File: config.mk
export PLATFORM = sky130hd
export DESIGN_NAME = hamming_sec_codec
export DESIGN_NICKNAME = d
export VERILOG_FILES = /design/src/hsc_pkg.sv /design/src/hsc_core.sv /design/src/hamming_sec_codec.sv
export SDC_FILE = /design/constraint.sdc
export NUM_CORES = 1
export LEC_CHECK = 0
export ABC_AREA = 1
export BUFFER_PORTS_ARGS = -buffer_cell sky130_fd_sc_hd__buf_4
export CAP_MARGIN = 25
export CORE_MARGIN = 5
export CORE_UTILIZATION = 48
export DETAILED_ROUTE_END_ITERATION = 8
export GPL_TIMING_DRIVEN = 1
export PLACE_DENSITY = 0.7
export REMOVE_ABC_BUFFERS = 1
export SLEW_MARGIN = 20
export SYNTH_ARGS = -nofsm -noshare
export SYNTH_HDL_FRONTEND = slang
export SYNTH_SLANG_ARGS = --single-unit
File: constraint.sdc
create_clock -name clk_i -period 5 [get_ports clk_i]
set_clock_uncertainty 0.2 [all_clocks]
set_input_delay 0 -clock clk_i [delete_from_list [all_inputs] [get_ports clk_i]]
set_output_delay 0 -clock clk_i [all_outputs]
set_load 0.01 [all_outputs]
File: src/hsc_pkg.sv
// Shared types, constants and position helpers for the Hamming SEC codec.
// Used by hsc_core and hamming_sec_codec; depends on nothing else.
package hsc_pkg;

  localparam int MAX_CODE_BITS = 64;
  localparam int WORD_W        = 64;
  localparam int CNT_W         = $clog2(MAX_CODE_BITS + 1);
  localparam int SYN_W         = 7;
  localparam int PAR_MAX       = CNT_W;
  localparam int DATA_MAX      = MAX_CODE_BITS - PAR_MAX;
  localparam int DBITS_W       = 6;
  localparam int PBITS_W       = 3;
  localparam int CFG_IDX_W     = 1;
  localparam int CFG_DATA_W    = 6;
  localparam int OUT_TDATA_W   = 80;

  localparam logic [DBITS_W-1:0] DATA_BITS_RST   = 6'd4;
  localparam logic [PBITS_W-1:0] PARITY_BITS_RST = 3'd3;

  // register indexes on the configuration port
  localparam logic [CFG_IDX_W-1:0] CFG_DATA_BITS   = 1'b0;
  localparam logic [CFG_IDX_W-1:0] CFG_PARITY_BITS = 1'b1;

  typedef enum logic {
    REQ_ENCODE = 1'b0,
    REQ_DECODE = 1'b1
  } req_type_e;

  typedef struct packed {
    logic              syndrome_out_of_range;
    logic [SYN_W-1:0]  syndrome;
    logic              error_found;
    logic [WORD_W-1:0] out_word;
  } hsc_result_t;

  function automatic bit is_pow2(input int p);
    return (p != 0) && ((p & (p - 1)) == 0);
  endfunction

  // 1-based codeword position that carries data bit k
  function automatic int data_pos(input int k);
    int cnt;
    int pos;
    cnt = 0;
    pos = 0;
    for (int p = 1; p <= MAX_CODE_BITS; p++) begin
      if (!is_pow2(p)) begin
        if (cnt == k) pos = p;
        cnt++;
      end
    end
    return pos;
  endfunction

  // positions covered by parity bit j: bit i set when (i+1) has bit j set
  function automatic logic [WORD_W-1:0] cover_mask(input int j);
    logic [WORD_W-1:0] m;
    m = '0;
    for (int i = 0; i < WORD_W; i++) begin
      m[i] = ((((i + 1) >> j) & 1) != 0);
    end
    return m;
  endfunction

endpackage

File: src/hsc_core.sv
// Combinational Hamming encode / decode for one word.
// Depends on hsc_pkg for widths, position helpers and the result struct.
module hsc_core
  import hsc_pkg::*;
(
  input  req_type_e         req_i,
  input  logic [WORD_W-1:0] word_i,
  input  logic [CNT_W-1:0]  code_len_i,
  output hsc_result_t       res_o
);

  logic [WORD_W-1:0]   len_mask;
  logic [WORD_W-1:0]   spread;
  logic [WORD_W-1:0]   enc_data;
  logic [WORD_W-1:0]   par_vec;
  logic [WORD_W-1:0]   codeword;
  logic [PAR_MAX-1:0]  par_x;
  logic [WORD_W-1:0]   rx_word;
  logic [SYN_W-1:0]    syn;
  logic                syn_nz;
  logic                syn_in_range;
  logic [CNT_W-2:0]    flip_idx;
  logic [WORD_W-1:0]   corr;
  logic [DATA_MAX-1:0] gather;

  for (genvar i = 0; i < WORD_W; i++) begin : g_mask
    assign len_mask[i] = (CNT_W'(i) < code_len_i);
  end

  // scatter data bits into non-power-of-two positions, gather them back
  for (genvar k = 0; k < DATA_MAX; k++) begin : g_map
    localparam int Pos = data_pos(k);
    assign spread[Pos-1] = word_i[k];
    assign gather[k]     = corr[Pos-1];
  end
  for (genvar j = 0; j < PAR_MAX; j++) begin : g_ppos
    assign spread[(1 << j) - 1] = 1'b0;
  end

  assign enc_data = spread & len_mask;
  assign rx_word  = word_i & len_mask;

  for (genvar j = 0; j < PAR_MAX; j++) begin : g_par
    localparam logic [WORD_W-1:0] Cover = cover_mask(j);
    assign par_x[j] = ^(enc_data & Cover);
    assign syn[j]   = ^(rx_word & Cover);
  end

  always_comb begin
    par_vec = '0;
    for (int j = 0; j < PAR_MAX; j++) begin
      par_vec[(1 << j) - 1] = par_x[j];
    end
  end

  assign codeword = (enc_data | par_vec) & len_mask;

  assign syn_nz       = (syn != '0);
  assign syn_in_range = (syn <= code_len_i);
  assign flip_idx     = (CNT_W - 1)'(syn - SYN_W'(1));
  assign corr = (syn_nz && syn_in_range)
              ? (rx_word ^ (WORD_W'(1) << flip_idx)) : rx_word;

  always_comb begin
    res_o = '0;
    case (req_i)
      REQ_ENCODE: begin
        res_o.out_word = codeword;
      end
      default: begin
        res_o.out_word              = WORD_W'(gather);
        res_o.error_found           = syn_nz;
        res_o.syndrome              = syn;
        res_o.syndrome_out_of_range = syn_nz && !syn_in_range;
      end
    endcase
  end

endmodule

File: src/hamming_sec_codec.sv
// Hamming single-error-correcting codec, top level with stream ports.
// Depends on hsc_pkg and hsc_core.
//
// Usage:
//   Slave stream carries one request per beat: tuser selects encode (0) or
//   decode (1), tdata holds the data word or the codeword (bit i = position
//   i+1). Master stream returns one result per request, in order.
//   Configure data_bits and parity_bits through the write port while idle;
//   the code length is their sum, capped at 64 positions.
//   A request passes through the input register, then the result register,
//   with the parity trees and correction logic between them.
//   Throughput: one request per cycle, sustained, while the sink takes
//   results each cycle. A bubble in either register lets the source keep
//   sending while a finished result waits.
//   When the sink stalls, the result register holds; tready falls once both
//   registers are full and rises again as soon as the sink takes a result.
//   Reset: both stages empty, data_bits = 4, parity_bits = 3.
module hamming_sec_codec
  import hsc_pkg::*;
(
  input  logic                   clk_i,
  input  logic                   rst_ni,
  // slave request stream
  input  logic                   s_axis_tvalid_i,
  output logic                   s_axis_tready_o,
  input  logic [WORD_W-1:0]      s_axis_tdata_i,  // [63:0] in_word
  input  logic                   s_axis_tuser_i,  // [0] req_type
  // master result stream
  output logic                   m_axis_tvalid_o,
  input  logic                   m_axis_tready_i,
  // [63:0] out_word, [64] error_found, [71:65] syndrome,
  // [72] syndrome_out_of_range, [79:73] zero
  output logic [OUT_TDATA_W-1:0] m_axis_tdata_o,
  // configuration write port
  input  logic                   cfg_we_i,
  input  logic [CFG_IDX_W-1:0]   cfg_index_i,
  input  logic [CFG_DATA_W-1:0]  cfg_wdata_i
);

  localparam int ResW = $bits(hsc_result_t);

  logic [DBITS_W-1:0] data_bits_q;
  logic [PBITS_W-1:0] parity_bits_q;
  logic [CNT_W-1:0]   len_sum;
  logic [CNT_W-1:0]   code_len;

  logic               in_valid_q;
  req_type_e          in_req_q;
  logic [WORD_W-1:0]  in_word_q;
  logic               out_valid_q;
  hsc_result_t        out_res_q;
  hsc_result_t        res_d;

  logic               out_adv;
  logic               in_adv;

  // configuration registers
  always_ff @(posedge clk_i or negedge rst_ni) begin
    if (!rst_ni) begin
      data_bits_q   <= DATA_BITS_RST;
      parity_bits_q <= PARITY_BITS_RST;
    end else if (cfg_we_i) begin
      case (cfg_index_i)
        CFG_DATA_BITS:   data_bits_q   <= cfg_wdata_i[DBITS_W-1:0];
        CFG_PARITY_BITS: parity_bits_q <= cfg_wdata_i[PBITS_W-1:0];
        default: ;
      endcase
    end
  end

  // code length, capped at the widest codeword
  assign len_sum  = CNT_W'(data_bits_q) + CNT_W'(parity_bits_q);
  assign code_len = (len_sum > CNT_W'(MAX_CODE_BITS)) ? CNT_W'(MAX_CODE_BITS) : len_sum;

  // advance a stage when its downstream slot is free or emptying
  assign out_adv         = !out_valid_q || m_axis_tready_i;
  assign in_adv          = !in_valid_q || out_adv;
  assign s_axis_tready_o = in_adv;

  // input register: hold the request until the result stage can take it
  always_ff @(posedge clk_i or negedge rst_ni) begin
    if (!rst_ni) begin
      in_valid_q <= 1'b0;
    end else if (in_adv) begin
      in_valid_q <= s_axis_tvalid_i;
    end
  end

  always_ff @(posedge clk_i) begin
    if (in_adv && s_axis_tvalid_i) begin
      in_req_q  <= req_type_e'(s_axis_tuser_i);
      in_word_q <= s_axis_tdata_i;
    end
  end

  hsc_core u_core (
    .req_i      (in_req_q),
    .word_i     (in_word_q),
    .code_len_i (code_len),
    .res_o      (res_d)
  );

  // result register: hold while the sink stalls
  always_ff @(posedge clk_i or negedge rst_ni) begin
    if (!rst_ni) begin
      out_valid_q <= 1'b0;
    end else if (out_adv) begin
      out_valid_q <= in_valid_q;
    end
  end

  always_ff @(posedge clk_i) begin
    if (out_adv && in_valid_q) begin
      out_res_q <= res_d;
    end
  end

  assign m_axis_tvalid_o = out_valid_q;
  assign m_axis_tdata_o  = {(OUT_TDATA_W - ResW)'(0), out_res_q};

  // a request in the input stage always moves on when the result slot frees
  assert property (@(posedge clk_i) disable iff (!rst_ni)
    (in_valid_q && out_adv) |=> out_valid_q)
    else $error("request lost between input and result stage");

  // out-of-range syndrome is always a detected error
  assert property (@(posedge clk_i) disable iff (!rst_ni)
    (out_valid_q && out_res_q.syndrome_out_of_range) |-> out_res_q.error_found)
    else $error("out-of-range syndrome without error flag");

  // error flag and syndrome agree
  assert property (@(posedge clk_i) disable iff (!rst_ni)
    out_valid_q |-> (out_res_q.error_found == (out_res_q.syndrome != '0)))
    else $error("error flag disagrees with syndrome");

  // an encode request leaves the error flag and syndrome clear
  assert property (@(posedge clk_i) disable iff (!rst_ni)
    (in_valid_q && out_adv && (in_req_q == REQ_ENCODE)) |=>
      (!out_res_q.error_found && (out_res_q.syndrome == '0)))
    else $error("encode result carries decode flags");

endmodule

## Yosys cells after proc, flatten, opt, wreduce, memory -nomap -nowiden

Index checks and enable logic that the tools add are counted.

- Input bits: 77
- Logic and storage cells: 115
- Register bits after elaboration: 149
- Output and inout port bits: 82

- $lt $le $gt $ge: 66
- Bitwise gates (word level): 6
- Add/subtract/negate cells: 2
- Shifts and indexed selects: 1
- Reductions and logical operators: 26
- Muxes and demuxes: 3

Operators by type and width:

| operator | number |
|---|---|
| $reduce_xor 64->1 | 14 |
| $lt 6x7->1 const A | 32 |
| $and 64x64->64 | 2 |
| $lt 5x7->1 const A | 16 |
| $and 63x64->64 | 1 |
| $or 64x64->64 | 1 |
| $mux 63 | 1 |
| $shl 1x6->63 const A | 1 |
| $xor 63x63->63 | 1 |
| $mux 57 | 1 |
| $lt 4x7->1 const A | 8 |
| $lt 3x7->1 const A | 4 |
| $lt 1x7->1 const A | 2 |
| $lt 2x7->1 const A | 2 |
| $add 6x3->7 | 1 |
| $gt 7x7->1 const B | 1 |
| $le 7x7->1 | 1 |
| $mux 7 | 1 |
| $reduce_bool 7->1 | 1 |
| $sub 6x1->6 const B | 1 |
| $logic_and 1x1->1 | 4 |
| $reduce_and 2->1 | 2 |
| $logic_not 1->1 | 3 |
| $logic_or 1x1->1 | 2 |
| $not 1->1 | 1 |

## Logic depth before layout (Yosys ltp)

Gate-level depths: netlist of the first run.

- Depth after elaboration: 11
- Gate-level depth with buffers: 41
- Depth with buffers taken out: 37

## Cells and area by module

From an unflattened synthesis of the first run, not the netlist that was laid out.

- Cell total of the unflattened synthesis: 1793
- Area total of the unflattened synthesis: 12353.1 um^2

By module, submodules not included:

| module | area an instance (um^2) | cells each | seq. area each (um^2) | times used |
|---|---|---|---|---|
| hsc_core | 7490.9 | 1557 | 0.0 | 1 |
| hamming_sec_codec | 4862.2 | 236 | 4423.0 | 1 |

## Worst setup path before layout of the first run

OpenSTA, ideal clock, no wires.

- Kind: register to register
- Start: reg parity_bits_q[0]
- End: reg out_res_q, in the netlist m_axis_tdata_o[28] (data pin)
- Stages on the path, launching flop included: 39
- Data arrival time: 4.590 ns
- Slack: -0.042 ns
- Data required time: 4.547 ns
- Cells stage by stage: dfstp_2 > ha_1 > fa_1 > inv_1 > nand2_1 > a21oi_1 > nand2_1 > nand2_4 > o21ai_2 > buf_4 > nand2_1 > nand3_1 > nand2_1 > inv_1 > o21ai_1 > nand2_1 > nand2_1 > nand2_1 > [3 not listed] > nand3_1 > nand2_1 > buf_4 > inv_2 > buf_2 > ha_1 > a21oi_1 > nor2_1 > a21oi_1 > nand2_1 > nand2_1 > nand2_1 > buf_6 > buf_6 > nand2_1 > nand2_1 > nand2_1 > nand2_1

RTL lines:

| item | RTL line | text |
|---|---|---|
| start: declaration | hamming_sec_codec.sv:43 | `logic [PBITS_W-1:0] parity_bits_q;` |
| start signal: assignment | hamming_sec_codec.sv:65 | `CFG_PARITY_BITS: parity_bits_q <= cfg_wdata_i[PBITS_W-1:0];` |
| end signal: assignment | hamming_sec_codec.sv:114 | `out_res_q <= res_d;` |
| end: declaration | hamming_sec_codec.sv:51 | `hsc_result_t out_res_q;` |

==> qor.yml, run 1 <==
final_layout_size_suffix_gt1_share_pct: 41.5
path_class: "reg2reg"
synthesis.area_sq_mm: 0.0135
io_buffers: 150
hp-class: "in2reg"
nets: 2691
core-area_sq_mm: 0.0278
grt_overflow: 0
cts_buffers: 17
seq_power_share_pct: 11.9
ys_warn_count: 0
finalWorstSetupSlack_ns: -0.118
clk_path_buf_depth: 2
outcome: "finished with violations"
grt_usage_pct: 36.3
fp-row-count: 61
routed_via_density: 5.59
final_common_cell: "nand2_1"
min_to: "in_word_q[46]"
switchingPower_uw: 8050
fmax_mhz: 195
arrival_ns: 5.23
grt_pass1_vias: 15000
power.clock.fraction_pct: 9.0
netlist.area_leader.share_pct: 30.5
ys_seq_area_share_pct: 32.6
hold_depth: 2
avgSynthCellArea_sq_um: 6.71
finalCriticalPeriod_ns: 5.12
power.total_uw: 15400
root_buffer: "clkbuf_16"
power_density_mw_per_mm2: 719
endpoint_kind: "flop"
clock_latency_ns: 0.45
gp_congestion: 0.997
synth_cell_types: 48
cts.htree.levels: 4
synthTopCellsByArea: "edfxtp_1 31%, nand2_1 26%, nand3_1 8.7%, xor2_1 6.6%, xnor2_1 3.5%"
wirelength_mm: 61.8
cp_max_fo: 6
diodes: 0
synth_edf_count: 137
ff2ff_path_depth: 33
drtIter0Drc: 1814
routedWlPerCell_um: 20.6
comb_power_share_pct: 79.2
synthFlopType: "edfxtp_1"
min_period_over_period_pct: 102
finalSetupViolCount: 51
firstDrtPassIters: 7
p_leak_uw: 0.0106
start_util_pct: 48.5
path_clk_slew_ns: 0.08
yosysTopAreaCell: "edfxtp_1"
grt_max_degree: 65
drv_cap: 0
dieHeight_um: 178
antenna_found_initial: 0
r2r-end: "m_axis_tdata_o[23]"
worst_hold_slack_ns: 0.0592
layout_common_cells: "732 x nand2_1, 489 x buf_4, 205 x nand2_2, 162 x nand3_1, 137 x edfxtp_1"
placed_cells: 2797
dieArea_sq_mm: 0.0315
cpPeakStageDelay_ns: 0.43
worst_pin_slew_ns: 0.902
cpMostUsedCell: "nand2_2"
ys_ff_latch: 148
rrSetupSlack_ns: -0.12
crit_path_start_kind: "flop"
cts_tree: "built"
swShare_pct: 52.3
die_x_um: 178
grt_pass1_wl_mm: 86.4
stdcell_count: 2997
async_reset_ff_share_pct: 7.43
r2r-start: "data_bits_q[0]"
cts_sinks: 148
num_vias: 16800
syn_to_final_growth_pct: 58.9
hold_viol: 0
syn_inst: 2007
critical_path_required_ns: 5.11
irDropWorstVdd_mv: 0.628
min_from: "s_axis_tdata_i[46]"
critPathSlowestCell: "dfrtp_1"
final_max_slew_viol_count: 0
place_ws_ns: -0.421
drc: 0
internal_power_uw: 7330
rsz0062_at_grt: "yes"
antenna_left: 0
relSlewSlack_pct: 39.9
violations: "setup timing"
place_hpwl_mm: 43.9
io_pins: 159
## layer usage
metal | up-vias | wire [um] | track usage [%]
li1 | 7650 | - | -
met1 | 7896 | 24300 | 48.6
met2 | 1032 | 27900 | 57.2
met3 | 184 | 6460 | 8.01
met4 | 0 | 3140 | 14.3
met5 | - | 0 | 0
## sequential cells by signal, summed over array words and instances (netlist names)
register / flops
in_word_q: 64
m_axis_tdata_o: 72
in_valid_q: 1
m_axis_tvalid_o: 1
parity_bits_q: 3
in_req_q: 1
data_bits_q: 6
## synth_stat cells, types with 2 or more instances
| cell | count |
|---|---|
| nand2_1 | 944 |
| nand3_1 | 235 |
| edfxtp_1 | 137 |
| inv_1 | 116 |
| xor2_1 | 102 |
| nor2_1 | 100 |
| xnor2_1 | 54 |
| nand4_1 | 39 |
| inv_2 | 31 |
| nand2_2 | 28 |
| nand3_2 | 25 |
| buf_4 | 19 |
| nor2_2 | 18 |
| clkbuf_1 | 17 |
| and3_1 | 15 |
| a21oi_1 | 14 |
| buf_2 | 14 |
| buf_6 | 10 |
| o21ai_0 | 10 |
| dfrtp_1 | 8 |
| ha_1 | 7 |
| nand2_4 | 7 |
| nand3_4 | 6 |
| nor3_1 | 6 |
| nor2_4 | 5 |
| o21ai_2 | 4 |
| or2_2 | 4 |
| clkinv_1 | 3 |
| dfstp_2 | 3 |
| o21ai_1 | 3 |
| buf_1 | 2 |
| clkinv_2 | 2 |
| nand3b_1 | 2 |
| nor2_8 | 2 |
| nor3_2 | 2 |
## worst max-delay path: cells and delay by family, from the launching register on
| family | cells | cell delay [ns] |
|---|---|---|
| buf+inv | 4 | 0.67 |
| xor+xnor | 1 | 0.17 |
| simple gates | 22 | 2.23 |
| fa+ha+maj | 3 | 0.73 |
| flops | 1 | 0.43 |
| compound gates | 3 | 0.52 |
## metrics by stage
| stage | instance area, sq um | TNS [ns] | utilization [%] |
|---|---|---|---|
| 3_3_place_gp | 17300 | -8.91 | 62.2 |
| 6_report | 21400 | -2.83 | 77.1 |
| 3_5_place_dp | 17300 | -13.15 | 62.2 |
| 4_1_cts | 19300 | -0.0435 | 69.5 |
| 2_1_floorplan | 13100 | -87.68 | - |
| 5_1_grt | 21400 | -15.08 | 77.1 |
## worst max-delay path by stage
stage	cells after the start	start	endpoint	slack [ns]
after global placement	35	data_bits_q[0]	m_axis_tdata_o[39]	-0.29
after global routing	36	data_bits_q[0]	m_axis_tdata_o[26]	-0.35
after detailed placement	35	data_bits_q[0]	m_axis_tdata_o[39]	-0.42
after floorplan	32	data_bits_q[0]	m_axis_tdata_o[0]	-1.76
after CTS	37	parity_bits_q[0]	m_axis_tdata_o[31]	-0.02
final	33	data_bits_q[0]	m_axis_tdata_o[23]	-0.12
## kinds of logic (layout without fill, tap and decap cells)
family / after synthesis / count (layout) / synth area share (%)
fa+ha+maj: 8 / 8 / 0.799
compound gates: 39 / 39 / 1.88
other cells: 1 / 8 / 0.0278
flops: 148 / 148 / 32.6
simple gates: 1440 / 1440 / 47.3
xor+xnor: 156 / 156 / 10.1
buf+inv: 215 / 820 / 7.24
## power by group through the flow
stage          Sequential, uW  Combinational [uW]  Clock (uW)
5_1_grt                  1840               12800        1440
6_report                 1820               12200        1380
2_1_floorplan            1910                4730           0
3_5_place_dp             1830                9260           0
4_1_cts                  1810                9830        1370
3_3_place_gp             1830                9220           0
## area by class of cell
type                       count  area [sq um]
multi-input combinational   1651          9920
clock buffer                  18           429
timing repair buffer         635          5430
tap                          378           473
fill                        2030          6370
inverter                     153           597
clock inverter                14           166
sequential                   148          4390
## repair_timing
item	4_1_cts	5_1_grt
gates cloned	2	3
endpoints found under the setup margin	58	58
pin swaps	25	169
setup buffers	21	58
hold buffers	87	0
endpoints found under the hold margin	87	0
resized for setup	85	431
Power figures use the tool's default switching activity.
==> inputs of run 2 (changes only) <==
Settings changed: MAX_ROUTING_LAYER set to met4.
==> run 2 against run 1 <==
  * The flow still finishes with violations (setup timing)
  * Flip-flop and latch count stayed put
  * Worst setup slack worse by 0.066 ns
  * Hold slack better by 0.0094 ns
  * Design area is 1.3% lower
  * Utilization is 1.0 points lower
  * Via count is 0.89% lower
  * Maximum frequency is 1.3% lower
  * Critical path depth is 5 higher
  * Critical endpoint is now m_axis_tdata_o[3]
==> qor.yml, run 2 (synthesis results as in run 1) <==
hp-class: "in2reg"
power_density_mw_per_mm2: 717  # -0.22%
grt_pass1_vias: 15100  # +0.49%
cts_tree: "built"
clock_latency_ns: 0.45  # about the same
placed_cells: 2788  # -0.32%
drtIter0Drc: 2018  # +11%
relSlewSlack_pct: 47.7  # +7.8 points
finalCriticalPeriod_ns: 5.18  # +0.0662 ns
finalSetupViolCount: 47  # -7.8%
cpPeakStageDelay_ns: 0.41  # -0.02 ns
antenna_left: 0  # unchanged
rsz0062_at_grt: "yes"
core-area_sq_mm: 0.0278  # unchanged
drc: 0  # unchanged
final_layout_size_suffix_gt1_share_pct: 39.9  # -1.6 points
crit_path_start_kind: "flop"
grt_usage_pct: 37.2  # +0.96 points
final_max_slew_viol_count: 0  # unchanged
cts.htree.levels: 4  # unchanged
root_buffer: "clkbuf_16"
dpl-instance-area_sq_mm: 0.0172  # -0.56%
min_period_over_period_pct: 104  # +1.3 points
dieArea_sq_mm: 0.0315  # unchanged
nets: 2684  # -0.26%
fillerInstances: 2088  # +2.9%
cts_sinks: 148  # unchanged
finalWorstSetupSlack_ns: -0.184  # -0.0662 ns
io_buffers: 150  # unchanged
stdcell_count: 2990  # -0.23%
fin_area_sq_mm: 0.0211  # -1.3%
wirelength_mm: 61.0  # -1.2%
fmax_mhz: 193  # -1.3%
die_x_um: 178  # unchanged
p_leak_uw: 0.0105  # -0.64%
clk_path_buf_depth: 2  # unchanged
start_util_pct: 48.5  # unchanged
largest_reg_flops: 72  # unchanged
hold_viol: 0  # unchanged
critPathSlowestCell: "dfrtp_1"
critical_path_required_ns: 5.11  # about the same
antenna_found_initial: 0  # unchanged
arrival_ns: 5.29  # +0.06 ns
routed_via_density: 5.56  # -0.66%
path_clk_slew_ns: 0.08  # about the same
layout_common_cells: "750 x nand2_1, 488 x buf_4, 193 x nand2_2, 170 x nand3_1, 137 x edfxtp_1"
path_class: "reg2reg"
worst_pin_slew_ns: 0.785  # -0.117 ns
io_pins: 159  # unchanged
fp-row-count: 61  # unchanged
num_vias: 16600  # -0.89%
grt_pass1_wl_mm: 86.7  # +0.42%
gp_congestion: 1.04  # +4.0%
violations: "setup timing"
syn_to_final_growth_pct: 56.8
grt_max_degree: 54  # -17%
routedWlPerCell_um: 20.4  # -0.95%
final_common_cell: "nand2_1"
drv_cap: 0  # unchanged
power.total_uw: 15100  # -1.5%
dieHeight_um: 178  # unchanged
firstDrtPassIters: 8  # +1
place_hpwl_mm: 43.6  # -0.55%
cpMostUsedCell: "nand2_2"
outcome: "finished with violations"
irDropWorstVdd_mv: 0.683  # +8.9%
diodes: 0  # unchanged
cp_max_fo: 8  # +2
grt_overflow: 0  # unchanged
cts_buffers: 17  # unchanged
endpoint_kind: "flop"
[run 2: report_power, final]
group	internal, uW	switching, uW	leakage [uW]	total (uW)
registers	1710	107	0.00145	1820
clock network	675	627	0.000275	1300
logic	4840	7200	0.00881	12000
[run 2: area by class of cell]
| class | instances | area [sq um] | area share [%] |
|---|---|---|---|
| Multi-Input combinational cell | 1651 | 9650 | 45.7 |
| Timing Repair Buffer | 628 | 5440 | 25.7 |
| Sequential cell | 148 | 4390 | 20.8 |
| Inverter | 153 | 597 | 2.82 |
| Tap cell | 378 | 473 | 2.24 |
| Clock buffer | 18 | 439 | 2.08 |
| Clock inverter | 14 | 136 | 0.645 |
[run 2: final timing paths]
| path | start | to | slack, ns | depth (start not counted) |
|---|---|---|---|---|
| worst min register to register | parity_bits_q[2] | parity_bits_q[2] | 0.36 | 2 |
| max in group asynchronous | rst_ni | parity_bits_q[1] | 3.82 | 3 |
| worst min-delay path | s_axis_tdata_i[17] | in_word_q[17] | 0.07 | 2 |
| worst max-delay path | data_bits_q[0] | m_axis_tdata_o[3] | -0.18 | 38 |
| worst max register to register | data_bits_q[0] | m_axis_tdata_o[3] | -0.18 | 38 |
| min in group asynchronous | rst_ni | m_axis_tvalid_o | 0.42 | 3 |
[run 2: metrics by stage]
step | hold slack [ns] | setup TNS (ns) | worst slack [ns] | utilization [%]
after floorplan | -0.496 | -87.68 | -1.76 | -
after global placement | -0.360 | -7.97 | -0.359 | 61.8
after detailed placement | -0.358 | -11.83 | -0.434 | 61.9
after CTS | 0.0543 | 0 | 0.00231 | 70.1
after global routing | 0.0577 | -16.58 | -0.344 | 76.1
final | 0.0686 | -6.26 | -0.184 | 76.1
[run 2: repair_timing]
action	CTS	global route
pin swaps	46	138
resized for setup	131	314
hold buffers	89	0
endpoints found under the setup margin	58	59
setup buffers	26	49
endpoints found under the hold margin	99	0
gates cloned	2	5
[run 2: worst max-delay path, delay by kind of cell (launching register included)]
kind / cells / cell delay [ns]
simple gates: 23 / 2.24
fa+ha+maj: 3 / 0.75
buf+inv: 9 / 1.02
compound gates: 3 / 0.42
flops: 1 / 0.41
[run 2: metal layers]
layer  track usage [%]  part of all wire [%]
met3              5.18                   9.5
met5                 -                     0
met2              59.6                    46
met4              11.4                   4.6
met1              49.4                    40
